<file path="src/sv/bstg_pkg.sv">
// shared types, constants and helpers for the bezier segment table generator
`timescale 1ns / 1ps

package bstg_pkg;

    localparam int IDX_W     = 13;
    localparam int LVL_W     = 20;
    localparam int CFG_W     = 16;
    localparam int CFG_IDX_W = 3;
    localparam int MB_W      = 18;
    localparam int ACC_W     = 64;
    localparam int SLOPE_W   = 24;

    // configuration register indexes
    localparam logic [CFG_IDX_W-1:0] REG_START_X = 3'd0;
    localparam logic [CFG_IDX_W-1:0] REG_START_Y = 3'd1;
    localparam logic [CFG_IDX_W-1:0] REG_END_X   = 3'd2;
    localparam logic [CFG_IDX_W-1:0] REG_END_Y   = 3'd3;
    localparam logic [CFG_IDX_W-1:0] REG_BEND    = 3'd4;

    localparam logic signed [ACC_W-1:0] LVL_MAX64 = 64'sd524287;
    localparam logic signed [ACC_W-1:0] LVL_MIN64 = -64'sd524288;

    // datapath operations issued by the controller
    typedef enum logic [4:0] {
        OP_NONE, OP_LEN, OP_NSTEP, OP_NDONE, OP_DEN1, OP_DEN2, OP_W1, OP_W2,
        OP_MX1, OP_MX2, OP_DX, OP_WIDX, OP_MY1, OP_MY2, OP_DY, OP_WLVL,
        OP_RD0, OP_RD1, OP_RD2, OP_SDIV, OP_SLOPE, OP_ADV, OP_MULS, OP_EMIT,
        OP_EMPTY
    } op_t;

    typedef struct packed {
        op_t op;
    } cmd_t;

    typedef struct packed {
        logic unit_busy;
        logic n_more;
        logic pts_done;
        logic pcount_zero;
        logic empty;
        logic settle_adv;
        logic out_free;
    } status_t;

    function automatic logic signed [LVL_W-1:0] sat_lvl(input logic signed [ACC_W-1:0] v);
        logic signed [LVL_W-1:0] r;
        if (v > LVL_MAX64) begin
            r = LVL_MAX64[LVL_W-1:0];
        end else if (v < LVL_MIN64) begin
            r = LVL_MIN64[LVL_W-1:0];
        end else begin
            r = v[LVL_W-1:0];
        end
        return r;
    endfunction

endpackage

</file>
<file path="src/sv/bstg_ctrl.sv">
// controller state machine sequencing point build, slope load and sample output
`timescale 1ns / 1ps

module bstg_ctrl (
    input  logic              aclk,
    input  logic              aresetn,
    input  logic              s_valid,
    input  logic              s_restart,
    output logic              s_ready,
    output bstg_pkg::cmd_t    cmd,
    input  bstg_pkg::status_t st
);

    typedef enum logic [4:0] {
        S_IDLE, S_LEN, S_NLOOP, S_DEN1, S_DEN2, S_PT, S_W2, S_MX1, S_MX2, S_DX,
        S_WIDX, S_MY1, S_MY2, S_DY, S_WLVL, S_WAIT, S_RD0, S_RD1, S_RD2, S_SDIV,
        S_SLOPE, S_SETTLE, S_EMIT_CHK, S_EMIT
    } state_t;

    state_t state_reg, state_next;
    state_t ret_reg, ret_next;
    logic   go_emit_reg, go_emit_next;

    // next state and command decode
    always_comb begin
        state_next   = state_reg;
        ret_next     = ret_reg;
        go_emit_next = go_emit_reg;
        cmd.op       = bstg_pkg::OP_NONE;
        case (state_reg)
            S_IDLE: begin
                if (s_valid) begin
                    go_emit_next = 1'b1;
                    state_next   = s_restart ? S_LEN : S_EMIT_CHK;
                end
            end
            S_LEN: begin
                cmd.op     = bstg_pkg::OP_LEN;
                state_next = S_NLOOP;
            end
            S_NLOOP: begin
                if (st.n_more) begin
                    cmd.op = bstg_pkg::OP_NSTEP;
                end else begin
                    cmd.op     = bstg_pkg::OP_NDONE;
                    state_next = S_DEN1;
                end
            end
            S_DEN1: begin
                cmd.op     = bstg_pkg::OP_DEN1;
                state_next = S_DEN2;
            end
            S_DEN2: begin
                cmd.op     = bstg_pkg::OP_DEN2;
                state_next = S_PT;
            end
            S_PT: begin
                if (st.pts_done) begin
                    state_next = st.pcount_zero ? S_EMIT_CHK : S_RD0;
                end else begin
                    cmd.op     = bstg_pkg::OP_W1;
                    state_next = S_W2;
                end
            end
            S_W2: begin
                cmd.op     = bstg_pkg::OP_W2;
                state_next = S_MX1;
            end
            S_MX1: begin
                cmd.op     = bstg_pkg::OP_MX1;
                ret_next   = S_MX2;
                state_next = S_WAIT;
            end
            S_MX2: begin
                cmd.op     = bstg_pkg::OP_MX2;
                ret_next   = S_DX;
                state_next = S_WAIT;
            end
            S_DX: begin
                cmd.op     = bstg_pkg::OP_DX;
                ret_next   = S_WIDX;
                state_next = S_WAIT;
            end
            S_WIDX: begin
                cmd.op     = bstg_pkg::OP_WIDX;
                state_next = S_MY1;
            end
            S_MY1: begin
                cmd.op     = bstg_pkg::OP_MY1;
                ret_next   = S_MY2;
                state_next = S_WAIT;
            end
            S_MY2: begin
                cmd.op     = bstg_pkg::OP_MY2;
                ret_next   = S_DY;
                state_next = S_WAIT;
            end
            S_DY: begin
                cmd.op     = bstg_pkg::OP_DY;
                ret_next   = S_WLVL;
                state_next = S_WAIT;
            end
            S_WLVL: begin
                cmd.op     = bstg_pkg::OP_WLVL;
                state_next = S_PT;
            end
            S_WAIT: begin
                if (!st.unit_busy) begin
                    state_next = ret_reg;
                end
            end
            S_RD0: begin
                cmd.op     = bstg_pkg::OP_RD0;
                state_next = S_RD1;
            end
            S_RD1: begin
                cmd.op     = bstg_pkg::OP_RD1;
                state_next = S_RD2;
            end
            S_RD2: begin
                cmd.op     = bstg_pkg::OP_RD2;
                state_next = S_SDIV;
            end
            S_SDIV: begin
                cmd.op     = bstg_pkg::OP_SDIV;
                ret_next   = S_SLOPE;
                state_next = S_WAIT;
            end
            S_SLOPE: begin
                cmd.op     = bstg_pkg::OP_SLOPE;
                state_next = S_SETTLE;
            end
            S_SETTLE: begin
                if (st.settle_adv) begin
                    cmd.op     = bstg_pkg::OP_ADV;
                    state_next = S_RD0;
                end else begin
                    state_next = go_emit_reg ? S_EMIT_CHK : S_IDLE;
                end
            end
            S_EMIT_CHK: begin
                if (st.empty) begin
                    if (st.out_free) begin
                        cmd.op     = bstg_pkg::OP_EMPTY;
                        state_next = S_IDLE;
                    end
                end else begin
                    cmd.op     = bstg_pkg::OP_MULS;
                    state_next = S_EMIT;
                end
            end
            S_EMIT: begin
                if (st.out_free) begin
                    cmd.op       = bstg_pkg::OP_EMIT;
                    go_emit_next = 1'b0;
                    state_next   = S_SETTLE;
                end
            end
            default: begin
                state_next = S_IDLE;
            end
        endcase
    end

    // state register
    always_ff @(posedge aclk) begin
        if (!aresetn) begin
            state_reg   <= S_IDLE;
            ret_reg     <= S_IDLE;
            go_emit_reg <= 1'b0;
        end else begin
            state_reg   <= state_next;
            ret_reg     <= ret_next;
            go_emit_reg <= go_emit_next;
        end
    end

    assign s_ready = (state_reg == S_IDLE);

endmodule

</file>
<file path="config.mk">
export PLATFORM = sky130hd
export DESIGN_NAME = bstg_ctrl
export DESIGN_NICKNAME = d
export VERILOG_FILES = /design/src/sv/bstg_pkg.sv /design/src/sv/bstg_ctrl.sv
export SDC_FILE = /design/constraint.sdc
export NUM_CORES = 1
export LEC_CHECK = 0
export BUFFER_PORTS_ARGS = -buffer_cell sky130_fd_sc_hd__buf_2
export CORE_MARGIN = 2
export CORE_UTILIZATION = 35
export DETAILED_ROUTE_END_ITERATION = 16
export SLEW_MARGIN = 25
export SYNTH_ARGS = -nofsm -noshare
export SYNTH_HDL_FRONTEND = slang
export SYNTH_SLANG_ARGS = --single-unit
</file>
<file path="constraint.sdc">
create_clock -name aclk -period 3.8 [get_ports aclk]
set_input_delay 0 -clock aclk [delete_from_list [all_inputs] [get_ports aclk]]
set_output_delay 0 -clock aclk [all_outputs]
set_load 0.05 [all_outputs]
</file>
==> impl_metrics.csv, run 1 <==
group,metric,value,unit
outcome,status,"complete, no violations",
worst_setup_path,arrival,2480,ps
floorplan,die_y,60.6,um
synthesis,ys_warn_count,0,
grt,first_global_vias,1159,
worst_setup_path,path_max_fanout,23,
clock_network,cts_inserted_buffers,3,
routing,firstDrtPassIters,5,
synthesis,ys.flop_type,"dfxtp_1",
synthesis,netlist_area,1120,sq um
synthesis,synth_edf_count,0,
finish,drive_gt1_share,18.8,%
routing,viasPerCell,6.26,
timing,skew,4.52,ps
grt,grt_overflow,0,
placement,place_congestion,0.919,
floorplan,start_util,36.7,%
finish,fin_nets,177,
worst_setup_path,cp_slowest_stage_delay,840,ps
timing,rsz0062_at_grt,"false",
timing,setup_viol,0,
finish,filler_cell_count,339,
floorplan,rows,20,
timing,whs,20.6,ps
routing,dr.max_layer_used,"met4",
timing,max_slew.worst_pin.slew,801,ps
clock_network,cts_buffer_depth,2,
pwr,powerDensity,665,nW/um^2
synthesis,synth_common_cells,"17 x nor2_1, 13 x nand2_1, 11 x a21oi_1, 11 x dfxtp_1, 9 x buf_2",
clock_network,cts_resized,0,
routing,drc_errors,0,
timing,fmax,0.404,GHz
floorplan,coreArea,3050,sq um
pwr,peakVddDrop,0.316,mV
floorplan,ioPinCount,17,
synthesis,yosysTopAreaCell,"dfxtp_1",
synthesis,yosysSeqAreaShare,19.6,%
worst_setup_path,crit_required,3800,ps
synthesis,synthCells,155,
clock_network,clkTransAtPathRegs,70,ps
clock_network,cts_root_buffer,"clkbuf_4",
pwr,leakagePower,0.459,nW
placement,hpwl,2570,um
grt,grt_pass1_wl,5660,um
synthesis,synth_cell_type_count,54,
grt,grt_max_degree,25,
routing,wl_met1,1440,um
synthesis,synth_seq_cells,11,
job,cap_violations,0,
synthesis,syn_nets,166,
routing,drt-total-wl,3450,um
timing,post-route-min-period,2480,ps
clock_network,cts_tree,"built",
worst_setup_path,criticalPathCategory,"reg -> out",
placement,portBuffers,16,
worst_setup_path,startpoint_type,"flip-flop",
synthesis,synthArstFlopShare,0,%
worst_setup_path,path_cells,"nor2b_1 > nand2_1 > o41a_1 > o311ai_1 > buf_2",
clock_network,h-tree-depth,1,
timing,finalSetupTns,0,ps
clock_network,clk_latency,270,ps
routing,ant_nets,0,
synthesis,yosysMostFrequentCell,"nor2_1",
worst_setup_path,crit_slowest_cell,"dfxtp_1",
routing,drt_iter0_drc,116,
timing,slew_viol_final,0,
routing,wl_per_cell,16.5,um
routing,via_count,1308,
hold_path,hold_path.class,"in -> reg",
timing,period_share,65.2,%
timing,finalHoldViolCount,0,
worst_setup_path,critPathCaptureType,"primary output",
finish,diodes,0,
synthesis,synth_top_area_share,19.6,%
clock_network,cts_sinks,11,
timing,max_slew_margin,46.5,%
timing,timing.final.ws_setup,1320,ps
routing,wl_met3,335,um
grt,antenna_found_initial,0,
floorplan,die_w,60.6,um
placement,dp_slack,1620,ps
grt,grtUsageTotal,20.7,%
floorplan,die-area,3670,sq um
worst_setup_path,critPathTopFamily,"flip-flops",
finish,areaGrowthSynthToFinish,9.93,%
worst_setup_path,cp_num_buf_inv,1,
routing,met2_length,1600,um
synthesis,avgSynthCellArea,7.23,sq um
synthesis,ys_top_cells_by_area,"dfxtp_1 20%, nor2_1 5.7%, a21oi_1 4.9%",
[metrics by stage]
stage                     utilization (%)  cell area [sq um]  power (mW)  std cells
after floorplan                         -               1120       0.621        155
after global placement               39.2               1200       0.725        204
after detailed placement             39.2               1200       0.731        204
after CTS                            40.4               1230       0.813        209
after global routing                 40.4               1230       0.872        209
final                                40.4               1230       0.819        209
[per-layer routing]
| metal | vias up | GRT usage [%] |
|---|---|---|
| met4 | 0 | 9.01 |
| li1 | 604 | - |
| met5 | - | 0 |
| met2 | 74 | 31.5 |
| met3 | 8 | 5.12 |
| met1 | 622 | 27.9 |
[layout by cell type (no fill, tap or decap), types with 3 or more instances in the layout]
master	count
o211ai_1	3
a22oi_1	4
nand3_1	5
o21ai_0	7
a21oi_1	11
nor2_1	17
nand2_1	13
nor2b_1	4
buf_2	16
a211oi_1	4
nand2b_1	3
dfxtp_1	11
o21a_1	3
clkbuf_4	3
inv_1	8
[repair_timing]
action	4_1_cts	5_1_grt
endpoints found under the hold margin	1	0
hold buffers	1	0
setup buffers	0	0
[logic make-up (layout without fill, tap and decap cells)]
kind of cell	after synthesis	in the layout	share of synthesized area, %
DFF	11	11	19.6
buffers and inverters	22	32	9.37
AOI/OAI and AO/OA	59	59	40.1
and+or+nand+nor	61	61	29.1
muxes	2	2	1.79
[path summary, 6_finish.rpt]
path,from,cells past startpoint,slack (ps),end
max reg2reg,state_reg[4]$_SDFFE_PN0P_,5,1560,state_reg[2]$_SDFFE_PN0P_
min reg2reg,ret_reg[0]$_SDFFE_PN0P_,2,520,ret_reg[0]$_SDFFE_PN0P_
max,state_reg[4]$_SDFFE_PN0P_,5,1320,cmd[2]
min,aresetn,2,20,ret_reg[4]$_SDFFE_PN0P_
[power by group]
group | internal [mW] | switching, mW | total (mW)
sequential | 0.138 | 0.0959 | 0.234
clock | 0.0407 | 0.0389 | 0.0796
combinational | 0.170 | 0.336 | 0.506
[area by class of cell]
cell class                 count  area [sq um]  area share (%)
multi-input combinational    122           796            64.6
sequential                    11           220            17.9
timing repair buffer          18          97.6            7.92
tap                           44          55.1            4.47
inverter                      10          37.5            3.05
clock buffer                   4          26.3            2.13
No activity file was read; power rests on OpenSTA's default activity.
==> run 2, diff against run 1 <==
==> constraint.sdc (replaced) <==
create_clock -name aclk -period 2.1 [get_ports aclk]
set_input_delay 0 -clock aclk [delete_from_list [all_inputs] [get_ports aclk]]
set_output_delay 0 -clock aclk [all_outputs]
set_load 0.05 [all_outputs]
==> run 2 against run 1 <==
Net effect: die area stayed put; global-route usage is 0.19 points higher; core utilization is 3.4 points higher; highest routed layer unchanged; worst hold slack worse by 1.5 ps; combinational power is 120% higher; via count is 0.54% higher; count of clock-buffer cells in the layout stayed put; setup slack worse by 1200 ps.
==> impl_metrics.csv, run 2 (synthesized netlist as in run 1, its figures left out) <==
group,metric,value,unit
outcome,status,"complete, no violations",
worst_setup_path,critPathCaptureType,"primary output",
routing,drc_errors,0,
floorplan,coreArea,3050,sq um
floorplan,die-area,3670,sq um
worst_setup_path,cp_slowest_stage_delay,610,ps
finish,drive_gt1_share,25.4,%
finish,diodes,0,
worst_setup_path,crit_slowest_cell,"dfxtp_1",
worst_setup_path,startpoint_type,"flip-flop",
pwr,peakVddDrop,0.468,mV
routing,viasPerCell,5.95,
grt,antenna_found_initial,0,
grt,grtUsageMet2,32.7,%
grt,top_usage_layer,"met2",
timing,whs,19.1,ps
worst_setup_path,cp_num_buf_inv,2,
pwr,leakagePower,0.528,nW
floorplan,start_util,36.7,%
timing,post-route-min-period,2000,ps
finish,fin_nets,189,
worst_setup_path,path_cells,"buf_4 > nand2_1 > a221oi_1 > a41oi_1 > o21ai_0 > buf_2",
clock_network,cts_root_buffer,"clkbuf_4",
timing,rsz0062_at_grt,"false",
clock_network,cts_tree,"built",
routing,firstDrtPassIters,4,
floorplan,die_y,60.6,um
worst_setup_path,crit_required,2100,ps
timing,slew_viol_final,0,
worst_setup_path,rr_startpoint,"state_reg[1]$_SDFFE_PN0P_",
grt,first_global_vias,1180,
finish,areaGrowthSynthToFinish,19.3,%
clock_network,clk_latency,270,ps
placement,place_congestion,0.962,
timing,max_slew.worst_pin.slew,482,ps
routing,drt-total-wl,3530,um
timing,finalSetupTns,0,ps
worst_setup_path,path_max_fanout,15,
worst_setup_path,critPathTopFamily,"flip-flops",
clock_network,h-tree-depth,1,
clock_network,cts_sinks,11,
worst_setup_path,r2r_slack,180,ps
hold_path,hold_path.class,"in -> reg",
grt,grt_use_met1,28.5,%
timing,max_slew_margin,67.5,%
worst_setup_path,criticalPathCategory,"reg -> out",
floorplan,rows,20,
clock_network,post_cts_buffers,0,
worst_setup_path,arrival,2000,ps
pwr,powerDensity,1180,nW/um^2
grt,grt_max_degree,19,
job,cap_violations,0,
routing,drt_iter0_drc,143,
floorplan,ioPinCount,17,
timing,finalHoldViolCount,0,
finish,layout_common_cells,"17 x nor2_1, 16 x buf_2, 13 x nand2_1",
floorplan,die_w,60.6,um
finish,final_common_cell,"nor2_1",
timing,period_share,95.4,%
worst_setup_path,crit_start,"state_reg[1]$_SDFFE_PN0P_",
routing,ant_nets,0,
clock_network,clkTransAtPathRegs,80,ps
placement,hpwl,2780,um
timing,fmax,0.499,GHz
routing,wl_per_cell,16.0,um
placement,portBuffers,16,
grt,grtUsageTotal,20.9,%
routing,via_count,1315,
clock_network,cts_inserted_buffers,3,
hold_path,min_from,"aresetn",
grt,grt_overflow,0,
clock_network,cts_buffer_depth,2,
timing,setup_viol,0,
grt,grt_pass1_wl,5780,um
timing,skew,12.2,ps
grt,use_met3,4.69,%
## run 2: changes by cell type in the layout (fill, tap and decap cells not counted), sizes merged
cell | previous run | this run
buf | 17 | 29
## run 2: cell type report
class / count / area [sq um]
fill: 325 / 1720
tap: 44 / 55.1
sequential: 11 / 223
inverter: 10 / 37.5
timing repair buffer: 30 / 200
multi-input combinational: 122 / 796
clock buffer: 4 / 26.3
## run 2: what timing repair did
item | in CTS | in global routing
hold buffers | 1 | 0
setup endpoints to repair | 0 | 2
gates resized for setup | 0 | 2
endpoints found under the hold margin | 1 | 0
## run 2: path summary, 6_finish.rpt
path / endpoint / depth (start not counted)
setup / recovery: cmd[0] / 6
hold / removal: state_reg[4]$_SDFFE_PN0P_ / 2
setup reg to reg: state_reg[1]$_SDFFE_PN0P_ / 5
hold reg to reg: ret_reg[0]$_SDFFE_PN0P_ / 2
## run 2: per-stage QoR
step / util [%] / setup WS (ps) / cell area (sq um) / total power, mW / cells
final: 43.8 / 97.5 / 1340 / 1.58 / 221
after global routing: 43.8 / 3.13 / 1340 / 1.68 / 221
after CTS: 43.7 / 52.5 / 1340 / 1.56 / 221
after detailed placement: 42.5 / 244 / 1300 / 1.41 / 216
after global placement: 42.5 / 286 / 1300 / 1.41 / 216
after floorplan: - / 17.5 / 1120 / 1.12 / 155
## run 2: metal layers
metal  vias to the layer above  share of wire (%)
li1                        637                  -
met1                       602                 43
met2                        72                 46
met3                         4                9.6
met4                         0                1.1
met5                         -                  0
## run 2: report_power, final
part	switching (mW)	total (mW)	internal [mW]
sequential	0.0918	0.344	0.252
clock	0.0738	0.147	0.0735
combinational	0.710	1.09	0.383
